## src/hw/rtl/cfd_pkg.sv

```systemverilog
// Shared types and constants for the complex FIR decimator.
// No dependencies; every other file in hw/rtl imports this package.
`timescale 1ns / 1ps

package cfd_pkg;

   localparam int SAMPLE_W   = 16;
   localparam int TAP_W      = 18;
   localparam int PROD_W     = SAMPLE_W + TAP_W;
   localparam int FRAC_W     = 17;
   localparam int DEC_W      = 7;
   localparam int DEC_MAX    = 64;
   localparam int PHASE_W    = 6;
   localparam int TAP_IDX_W  = 6;
   localparam int CSR_ADDR_W = 3;
   localparam int CSR_DATA_W = 32;

   // Command codes carried by req_cmd
   typedef enum logic {
      CMD_SAMPLE   = 1'b0,
      CMD_LOAD_TAP = 1'b1
   } cmd_type;

   // Register index, taken from paddr bit 2
   localparam logic REG_DECIMATION = 1'b0;

   typedef struct packed {
      logic signed [SAMPLE_W-1:0] re;
      logic signed [SAMPLE_W-1:0] im;
   } sample_type;

   typedef struct packed {
      logic signed [TAP_W-1:0] re;
      logic signed [TAP_W-1:0] im;
   } tap_type;

   typedef struct packed {
      logic shift;
      logic rotate;
      logic tap_we;
   } cell_ctrl_type;

   typedef struct packed {
      logic clear;
      logic feed;
   } mac_ctrl_type;

   typedef struct packed {
      logic signed [SAMPLE_W-1:0] re;
      logic signed [SAMPLE_W-1:0] im;
      logic                       sat;
   } mac_result_type;

   typedef enum logic [1:0] {
      ST_IDLE,
      ST_RUN,
      ST_DRAIN,
      ST_DONE
   } state_type;

endpackage

```

## src/hw/rtl/cfd_cell.sv

```systemverilog
// One cell of the filter chain: holds one delay-line sample and one tap.
// Depends on cfd_pkg.
`timescale 1ns / 1ps

module cfd_cell #(
   parameter int unsigned CELL_IDX = 0
) (
   input  logic                                clock,
   input  logic                                reset,
   input  cfd_pkg::cell_ctrl_type              ctrl,
   input  logic [cfd_pkg::TAP_IDX_W-1:0]       tap_index,
   input  cfd_pkg::tap_type                    tap_value,
   input  cfd_pkg::sample_type                 shift_src,
   input  cfd_pkg::sample_type                 rot_sample,
   input  cfd_pkg::tap_type                    rot_tap,
   output cfd_pkg::sample_type                 sample,
   output cfd_pkg::tap_type                    tap
);
   import cfd_pkg::*;

   sample_type sample_ff, sample_in;
   tap_type    tap_ff, tap_in;
   logic       tap_hit;

   assign tap_hit = (32'(tap_index) == CELL_IDX);

   always_comb begin
      sample_in = sample_ff;
      tap_in    = tap_ff;
      if (ctrl.rotate) begin
         // pass both values one place toward the head of the chain
         sample_in = rot_sample;
         tap_in    = rot_tap;
      end else begin
         if (ctrl.shift) begin
            sample_in = shift_src;
         end
         if (ctrl.tap_we && tap_hit) begin
            tap_in = tap_value;
         end
      end
   end

   always_ff @(posedge clock) begin
      if (reset) begin
         sample_ff <= '0;
         tap_ff    <= '0;
      end else begin
         sample_ff <= sample_in;
         tap_ff    <= tap_in;
      end
   end

   assign sample = sample_ff;
   assign tap    = tap_ff;

endmodule

```

## config.mk

```make
export PLATFORM = sky130hd
export DESIGN_NAME = cfd_cell
export DESIGN_NICKNAME = d
export VERILOG_FILES = /design/src/hw/rtl/cfd_pkg.sv /design/src/hw/rtl/cfd_cell.sv
export SDC_FILE = /design/constraint.sdc
export NUM_CORES = 1
export LEC_CHECK = 0
export ABC_AREA = 1
export BUFFER_PORTS_ARGS = -buffer_cell sky130_fd_sc_hd__buf_2
export CAP_MARGIN = 20
export CORE_MARGIN = 5
export CORE_UTILIZATION = 40
export DETAILED_ROUTE_END_ITERATION = 12
export HOLD_SLACK_MARGIN = 0.02
export PLACE_DENSITY_LB_ADDON = 0.2
export SLEW_MARGIN = 20
export SYNTH_ARGS = -nofsm -noshare
export SYNTH_HDL_FRONTEND = slang
export SYNTH_SLANG_ARGS = --single-unit
```

## constraint.sdc

```tcl
create_clock -name clock -period 1.5 [get_ports clock]
set_input_delay 0.15 -clock clock [delete_from_list [all_inputs] [get_ports clock]]
set_output_delay 0.15 -clock clock [all_outputs]
set_load 0.05 [all_outputs]
```

==> results.py <==
metrics = {
    "setup_path": {
        "crit_end": "tap[21]",
        "path_class": "flip-flop to output port",
        "worstPathRequired_ps": 1350,
        "critPathLaunchType": "flip-flop",
        "worst_path_dominant_cell_family": "flip-flops",
        "critPathArrivalTime_ps": 950,
        "r2r_end": "sample[22]",
        "end_kind": "output port",
        "cp_slowest_cell": "dfxtp_1",
        "r2r-start": "sample[22]",
        "critPathBufInv": 1,
        "max_stage_delay_ps": 350,
        "r2r_cells": 4,
        "r2r_slack_ps": 820,
        "crit_fanout": 2,
        "cp_num_cells": 1,
        "worstPathCellList": "buf_2",
        "crit_path_start": "tap[21]",
    },
    "drt": {
        "wirelength_mm": 10.5,
        "wire_per_inst_um": 11.5,
        "detail-route-antenna-nets": 0,
        "drt-vias-per-instance": 4.51,
        "vias": 4128,
        "drc": 0,
        "wl_met2_mm": 5.22,
        "firstDrtPassIters": 4,
        "wl_met3_um": 912,
        "drt_iter0_drc": 152,
        "m1WireLength_mm": 4.25,
        "routed.top_layer": "met4",
    },
    "worst_hold_path": {
        "hold_path.class": "input pin to flip-flop",
    },
    "timing": {
        "final-setup-viol-count": 0,
        "period_share_pct": 73.2,
        "tns_ps": 0,
        "report.final.slew_viol_count": 0,
        "holdWs_ps": 108,
        "hold_violations": 0,
        "fmax_mhz": 911,
        "maxSlewHeadroom_pct": 44.7,
        "worstMarginPinSlew_ps": 828,
        "fin_crit_ps": 1100,
        "finClkSkew_ps": 0,
        "rsz0062_at_grt": "no",
    },
    "yosys": {
        "syn_inst": 605,
        "ys_types": 13,
        "synth-async-reset-ratio_pct": 0,
        "synth_warnings": 0,
        "ys_seq_elements": 68,
        "synth_nets": 752,
        "synth_most_common_cell": "nand2_1",
        "synth_top_area_cell": "dfxtp_1",
        "ys_seq_area_share_pct": 38.1,
        "synth_ff_type": "dfxtp_1",
        "synth_top_area_share_pct": 38.1,
        "netlist_area_mm2": 0.00357,
        "synth_common_cells": "nand2_1 (277), nor2_1 (78), inv_1 (73)",
        "avgSynthCellArea_um2": 5.90,
        "yosys-top-cells-area": "dfxtp_1 (38%), nand2_1 (29%), nand3_1 (9.5%), nor2_1 (8.2%), inv_1 (7.7%)",
        "synth_edf_count": 0,
    },
    "floorplanning": {
        "die_area_mm2": 0.0109,
        "rows": 34,
        "initial_core_util_pct": 40.9,
        "fp.dieH_um": 104,
        "die_w_um": 104,
        "io_pins": 215,
        "core_mm2": 0.00872,
    },
    "outcome": {
        "outcome": "finished clean",
    },
    "grt": {
        "grt_use_total_pct": 18.4,
        "grt_pass1_wl_mm": 17.1,
        "antenna_found_initial": 0,
        "grt_max_degree": 69,
        "first_global_vias": 3810,
        "overflow": 0,
    },
    "clocking": {
        "cts_made_buffers": 9,
        "cts.hold.buffers_added": 0,
        "h-tree-depth": 3,
        "cts_tree": "done",
        "cts.clk_slew.worst_paths_ps": 70,
        "insertion_delay_ps": 310,
        "clockBufferDepth": 2,
        "root_buffer": "clkbuf_8",
        "cts_setup_buffers": 0,
        "post_cts_resize_count": 0,
        "clock_sinks": 68,
    },
    "layout": {
        "fillerInstances": 892,
        "area_growth_pct": 36.9,
        "multiInputGateArea_mm2": 0.00171,
        "fin_area_mm2": 0.00489,
        "antenna_cells": 0,
        "layout.nets": 951,
        "register_area_mm2": 0.00136,
        "finish.utilization_pct": 56.1,
        "drive_gt1_share_pct": 30.1,
    },
    "power": {
        "powerDensity_mw_per_mm2": 965,
        "p_leak_nw": 3.06,
        "peakVddDrop_mv": 0.402,
        "power_mw": 4.72,
    },
    "placed_design": {
        "dpl-instance-area_mm2": 0.00470,
        "port_buffers": 214,
        "gp_congestion": 0.806,
        "dp_hpwl_mm": 7.84,
    },
    "job": {
        "drv_cap": 0,
    },
}
[metal layers]
metal	global-route usage [%]	vias up
met4	6.38	0
li1	-	2179
met2	32.0	156
met5	0	-
met3	5.46	12
met1	21.2	1781
[where the power goes]
| group | internal, mW | total [mW] | switching [mW] |
|---|---|---|---|
| clock network | 0.771 | 1.40 | 0.625 |
| logic | 0.423 | 1.32 | 0.898 |
| registers | 1.94 | 2.00 | 0.0635 |
| total | 3.13 | 4.72 | 1.59 |
[worst min path at each step]
stage                             to  slack, ps          start  cells past startpoint
after floorplan            sample[0]        340   shift_src[0]                      4
after detailed placement  sample[20]        440  shift_src[20]                      5
after global routing      sample[29]        120  shift_src[29]                      5
after global placement     sample[2]        430   shift_src[2]                      5
final                     sample[27]        110  shift_src[27]                      5
after CTS                 sample[20]         90  shift_src[20]                      5
[sequential cells by signal, indices dropped and copies added, names as in the netlist]
name	count
tap	36
sample	32
[cell type report]
type,count,area share (%)
Clock buffer,14,3.74
Clock inverter,1,0.102
Inverter,76,5.84
Multi-Input combinational cell,427,35.0
Sequential cell,68,27.8
Tap cell,108,2.76
Timing Repair Buffer,222,24.7
[tightest hold or removal path: stages]
cell     delay [ps]
buf_2            70
nand2_1          40
nand3_1          60
nand2_1          40
inv_1            40
[through the flow]
step           std cells  setup WS (ps)
2_1_floorplan        605            553
3_5_place_dp         901            103
3_3_place_gp         901            145
6_report             916            402
5_1_grt              916            284
4_1_cts              916            376
[kinds of logic after synthesis]
logic type	Yosys count	share of synthesized area (%)
flops	68	38.1
simple gates	427	48.0
buf+inv	110	13.9
[cells in the final DEF, fill, tap and decap left out, drive strengths merged]
master	n
inv	76
nand3	68
dfxtp	68
nor2	81
clkbuf	14
nand2	278
buf	222
clkinv	1
No activity file was read; power rests on OpenSTA's default activity.
