## src/hw/rtl/cfd_pkg.sv

```systemverilog
// Shared types and constants for the complex FIR decimator.
// No dependencies; every other file in hw/rtl imports this package.
`timescale 1ns / 1ps

package cfd_pkg;

   localparam int SAMPLE_W   = 16;
   localparam int TAP_W      = 18;
   localparam int PROD_W     = SAMPLE_W + TAP_W;
   localparam int FRAC_W     = 17;
   localparam int DEC_W      = 7;
   localparam int DEC_MAX    = 64;
   localparam int PHASE_W    = 6;
   localparam int TAP_IDX_W  = 6;
   localparam int CSR_ADDR_W = 3;
   localparam int CSR_DATA_W = 32;

   // Command codes carried by req_cmd
   typedef enum logic {
      CMD_SAMPLE   = 1'b0,
      CMD_LOAD_TAP = 1'b1
   } cmd_type;

   // Register index, taken from paddr bit 2
   localparam logic REG_DECIMATION = 1'b0;

   typedef struct packed {
      logic signed [SAMPLE_W-1:0] re;
      logic signed [SAMPLE_W-1:0] im;
   } sample_type;

   typedef struct packed {
      logic signed [TAP_W-1:0] re;
      logic signed [TAP_W-1:0] im;
   } tap_type;

   typedef struct packed {
      logic shift;
      logic rotate;
      logic tap_we;
   } cell_ctrl_type;

   typedef struct packed {
      logic clear;
      logic feed;
   } mac_ctrl_type;

   typedef struct packed {
      logic signed [SAMPLE_W-1:0] re;
      logic signed [SAMPLE_W-1:0] im;
      logic                       sat;
   } mac_result_type;

   typedef enum logic [1:0] {
      ST_IDLE,
      ST_RUN,
      ST_DRAIN,
      ST_DONE
   } state_type;

endpackage

```

## src/hw/rtl/cfd_mac.sv

```systemverilog
// Complex multiply-accumulate at the head of the chain, with round and saturate.
// Depends on cfd_pkg.
`timescale 1ns / 1ps

module cfd_mac #(
   parameter int FIR_SIZE = 64
) (
   input  logic                    clock,
   input  logic                    reset,
   input  cfd_pkg::mac_ctrl_type   ctrl,
   input  cfd_pkg::sample_type     sample,
   input  cfd_pkg::tap_type        tap,
   output cfd_pkg::mac_result_type result
);
   import cfd_pkg::*;

   localparam int ACC_W = PROD_W + 1 + $clog2(FIR_SIZE);
   localparam logic signed [ACC_W:0] RND_BIAS = (ACC_W+1)'(1) <<< (FRAC_W - 1);
   localparam logic signed [ACC_W:0] SAT_HI   = (ACC_W+1)'(32767);
   localparam logic signed [ACC_W:0] SAT_LO   = -(ACC_W+1)'(32768);

   logic signed [PROD_W-1:0] p_rr_ff, p_ii_ff, p_ri_ff, p_ir_ff;
   logic signed [PROD_W-1:0] p_rr_in, p_ii_in, p_ri_in, p_ir_in;
   logic                     prod_vld_ff;
   logic signed [ACC_W-1:0]  acc_re_ff, acc_im_ff, acc_re_in, acc_im_in;
   logic signed [ACC_W:0]    q_re, q_im;
   logic                     sat_re, sat_im;

   assign p_rr_in = PROD_W'(sample.re) * PROD_W'(tap.re);
   assign p_ii_in = PROD_W'(sample.im) * PROD_W'(tap.im);
   assign p_ri_in = PROD_W'(sample.re) * PROD_W'(tap.im);
   assign p_ir_in = PROD_W'(sample.im) * PROD_W'(tap.re);

   always_ff @(posedge clock) begin
      p_rr_ff <= p_rr_in;
      p_ii_ff <= p_ii_in;
      p_ri_ff <= p_ri_in;
      p_ir_ff <= p_ir_in;
   end

   always_ff @(posedge clock) begin
      if (reset) begin
         prod_vld_ff <= 1'b0;
      end else begin
         prod_vld_ff <= ctrl.feed;
      end
   end

   always_comb begin
      acc_re_in = acc_re_ff;
      acc_im_in = acc_im_ff;
      if (ctrl.clear) begin
         acc_re_in = '0;
         acc_im_in = '0;
      end else if (prod_vld_ff) begin
         acc_re_in = acc_re_ff + ACC_W'(p_rr_ff) - ACC_W'(p_ii_ff);
         acc_im_in = acc_im_ff + ACC_W'(p_ri_ff) + ACC_W'(p_ir_ff);
      end
   end

   always_ff @(posedge clock) begin
      acc_re_ff <= acc_re_in;
      acc_im_ff <= acc_im_in;
   end

   // round half up, drop the fraction, clip to the sample range
   always_comb begin
      q_re   = ((ACC_W+1)'(acc_re_ff) + RND_BIAS) >>> FRAC_W;
      q_im   = ((ACC_W+1)'(acc_im_ff) + RND_BIAS) >>> FRAC_W;
      sat_re = (q_re > SAT_HI) || (q_re < SAT_LO);
      sat_im = (q_im > SAT_HI) || (q_im < SAT_LO);
      if (q_re > SAT_HI) begin
         result.re = SAT_HI[SAMPLE_W-1:0];
      end else if (q_re < SAT_LO) begin
         result.re = SAT_LO[SAMPLE_W-1:0];
      end else begin
         result.re = q_re[SAMPLE_W-1:0];
      end
      if (q_im > SAT_HI) begin
         result.im = SAT_HI[SAMPLE_W-1:0];
      end else if (q_im < SAT_LO) begin
         result.im = SAT_LO[SAMPLE_W-1:0];
      end else begin
         result.im = q_im[SAMPLE_W-1:0];
      end
      result.sat = sat_re || sat_im;
   end

endmodule

```

## config.mk

```make
export PLATFORM = sky130hd
export DESIGN_NAME = cfd_mac
export DESIGN_NICKNAME = d
export VERILOG_FILES = /design/src/hw/rtl/cfd_pkg.sv /design/src/hw/rtl/cfd_mac.sv
export SDC_FILE = /design/constraint.sdc
export NUM_CORES = 2
export LEC_CHECK = 0
export BUFFER_PORTS_ARGS = -buffer_cell sky130_fd_sc_hd__buf_2
export CORE_ASPECT_RATIO = 0.75
export CORE_MARGIN = 2
export CORE_UTILIZATION = 50
export DETAILED_ROUTE_END_ITERATION = 7
export GPL_TIMING_DRIVEN = 0
export PLACE_DENSITY = 0.66
export SYNTH_ARGS = -nofsm -noshare
export SYNTH_HDL_FRONTEND = slang
export SYNTH_SLANG_ARGS = --single-unit
```

## constraint.sdc

```tcl
create_clock -name clock -period 8.85 [get_ports clock]
set_clock_uncertainty 0.15 [all_clocks]
set_input_delay 0.885 -clock clock [delete_from_list [all_inputs] [get_ports clock]]
set_output_delay 0.885 -clock clock [all_outputs]
set_load 0.02 [all_outputs]
```

==> reports/qor.txt <==
Number of synthesized register bits: 219
Share of post-route cells with drive strength above 1: 0.0297
XOR/XNOR share of the synthesized area: 0.0354
# DRC: 0
Leading area contributor after synthesis: fa_1
Worst r2r src: acc_re_ff[1]
Final hold vios: 0
Status: finished with violations
Pin count of the biggest net entering global routing: 13
Die area: 0.116 mm²
Initial cell density of the core: 0.506
Fmax: 0.114 GHz
Initial DRC Count: 4,217
Hold wc startpoint: reset
Crit path max fanout: 12
Largest family of logic cells by synthesized area: adder cells
WL per Instance: 23.6 µm
Min-delay worst type: primary input to flop
Failing checks: capacitance limit, slew limit
Final Setup Violations: 0
Sink Count: 219
Max-slew headroom: -0.0136
Clk_lat worst skew: 610 ps
R2R setup slack: 3960 ps
Avg Cell Area, Syn: 8.96 µm²
Min Tclk post-route: 8800 ps
Fill cell count: 10,600
Synth Area in Simple Gates: 0.154
Post-synthesis mux area share: 0.00771
Routed WL: 188,000 µm
Vias: 44,000
Synth async-reset ratio: 0
Startpoint types: primary input
Drt via density: 5.53
DR WL met2: 74,900 µm
Most common cell in the netlist: inv_1
FF-to-FF End: acc_re_ff[37]
Critical Path End Type: flop
Slew @ Worst Pin: 1520 ps
Final ANT Viol Nets: 0
Adder-Cell Fraction of Synth Area: 0.535
TritonCTS clock tree: built
DR WL met3: 25,000 µm
WL met1: 79,400 µm
Hold Path Sink: prod_vld_ff
Max Used Layer: met5
Compound-Gate Fraction of Synth Area: 0.0743
Placer congestion estimate: 1.03
Worst Path Arrival: 9070 ps
Post-synthesis sequential area ratio: 0.0776
Ys Warns: 0
Max Slew Vio Count: 11
EDFF count, synth: 0
Die X: 392 µm
Fin crit share: 0.994
Post-Syn Instances: 6,300
Cell variety after synth: 82
Multi-input gate area: 0.0455 mm²
All-Layer GR Usage: 0.335
Row Count: 106
H-Tree Depth: 1
Commonest cells post-synth: inv_1 (1,469), fa_1 (1,241), nand2_1 (662)
Max Root-Sink Buffers: 3
Critical Path RT: 9120 ps
Drt pass-1 iters: 5
Post-route worst setup slack: 53.9 ps
Worst-case reg-to-reg path depth: 14
Post-synth top flop: dfxtp_1
Register Area: 0.00438 mm²
Vias in the first global route: 44,600
Max-cap check violation count: 1
Post-Syn Nets: 8,041
Die Y: 295 µm
Worst hold path depth: 2
Pre-CTS setup slack: -1700 ps
WS Path Type: primary input to flop
Final global-route overflow total: 0
Clk slew on worst S/H paths: 60 ps
Core box area: 0.112 mm²
Initial antenna violation count: 35
Ports: 105
Global-route wire length before repair: 281,000 µm
Cts bufs inserted: 27
# nets final: 8,155
Clock Tree Root: clkbuf_16
Syn Std Cell Area: 0.0565 mm²
Synthesis-to-layout area growth: 5.93%
DP HPWL: 159,000 µm
Share of the synthesized area in the top cell type: 0.440
Synth area leaders: fa_1 (44%), inv_1 (9.8%), ha_1 (9.5%), dfxtp_1 (7.8%), and2_1 (6.1%)
Port Buffer Count: 85
[cell usage in the layout (no fill, tap or decap), types with 87 or more instances in the layout]
cell and count:
a21o_1 87, a21oi_1 174, and2_1 554, buf_2 90, clkbuf_1 245, dfxtp_1 219
fa_1 1241, ha_1 428, inv_1 1469, nand2_1 662, nor2_1 246, o21ai_0 114
xnor2_1 176
[routing by layer]
metal  up-vias  GRT usage
met5         -     0.0145
met4        30      0.118
met3       301      0.118
met2      2108      0.465
met1     22400      0.480
li1      19200          -
[logic make-up (layout without fill, tap and decap cells)]
logic type / Yosys count / in the layout
buffers and inverters: 1746 / 1877
multiplexers: 43 / 43
AND/OR/NAND/NOR: 1756 / 1756
adder cells (fa/ha/maj): 1669 / 1669
XOR/XNOR: 228 / 228
AO/OA/AOI/OAI: 639 / 639
other: 0 / 20
flip-flops: 219 / 219
[area by class of cell]
cell class                 instances  area share
multi-input combinational       4335       0.761
inverter                        1469      0.0922
sequential                       219      0.0733
tap                             1512      0.0316
buffer                           277      0.0185
clock buffer                      34      0.0127
timing repair buffer              85     0.00711
clock inverter                    12     0.00255
antenna                           20    0.000837
[how the worst max path moves through the flow]
stage | from | to | cells past startpoint
floorplan | sample[1] | p_ir_ff[31] | 23
global placement | sample[19] | p_rr_ff[33] | 22
detailed placement | sample[19] | p_rr_ff[33] | 22
CTS | sample[31] | p_rr_ff[31] | 25
global route | sample[18] | p_rr_ff[31] | 24
finish | sample[20] | p_rr_ff[31] | 24
[worst max-delay path, cell delays in order]
cell and delay [ps]:
buf_2 190, clkbuf_1 1100, nand2_1 350, inv_1 170, fa_1 440, fa_1 550
fa_1 450, fa_1 510, fa_1 490, inv_1 50, fa_1 480, inv_1 50
ha_1 270, clkbuf_1 310, and3_1 260, nand2_1 160, nor2_1 320, nand3_1 150
o21ai_2 420, o311ai_1 310, a31oi_1 320, o21a_1 140, nor2_1 40, xnor2_1 620
[timing repair]
action	CTS	global route
endpoints found under the hold margin	0	0
pin swaps	0	0
gates resized for setup	10	28
setup endpoints to repair	8	7
cloned	0	0
setup buffers	0	0
hold buffers	0	0
[per-stage QoR]
step	cells	hold WS (ps)	TNS, ps	cell area, µm²	util
finish	7963	325	0	59800	0.536
global route	7949	317	-99.7	59800	0.535
CTS	7943	295	0	59700	0.535
detailed placement	7897	329	-9810	58800	0.526
global placement	7897	314	-9450	58800	0.526
floorplan	6300	304	0	56500	-
[sequential cells by signal, summed over array words and instances, names as in the netlist]
name         flops
prod_vld_ff      1
p_rr_ff         34
p_ii_ff         34
acc_im_ff       41
acc_re_ff       41
p_ri_ff         34
p_ir_ff         34
Power is left out: the tool's default activity adds up to more than one toggle a clock period on the data nets, which glitch-free logic cannot reach.
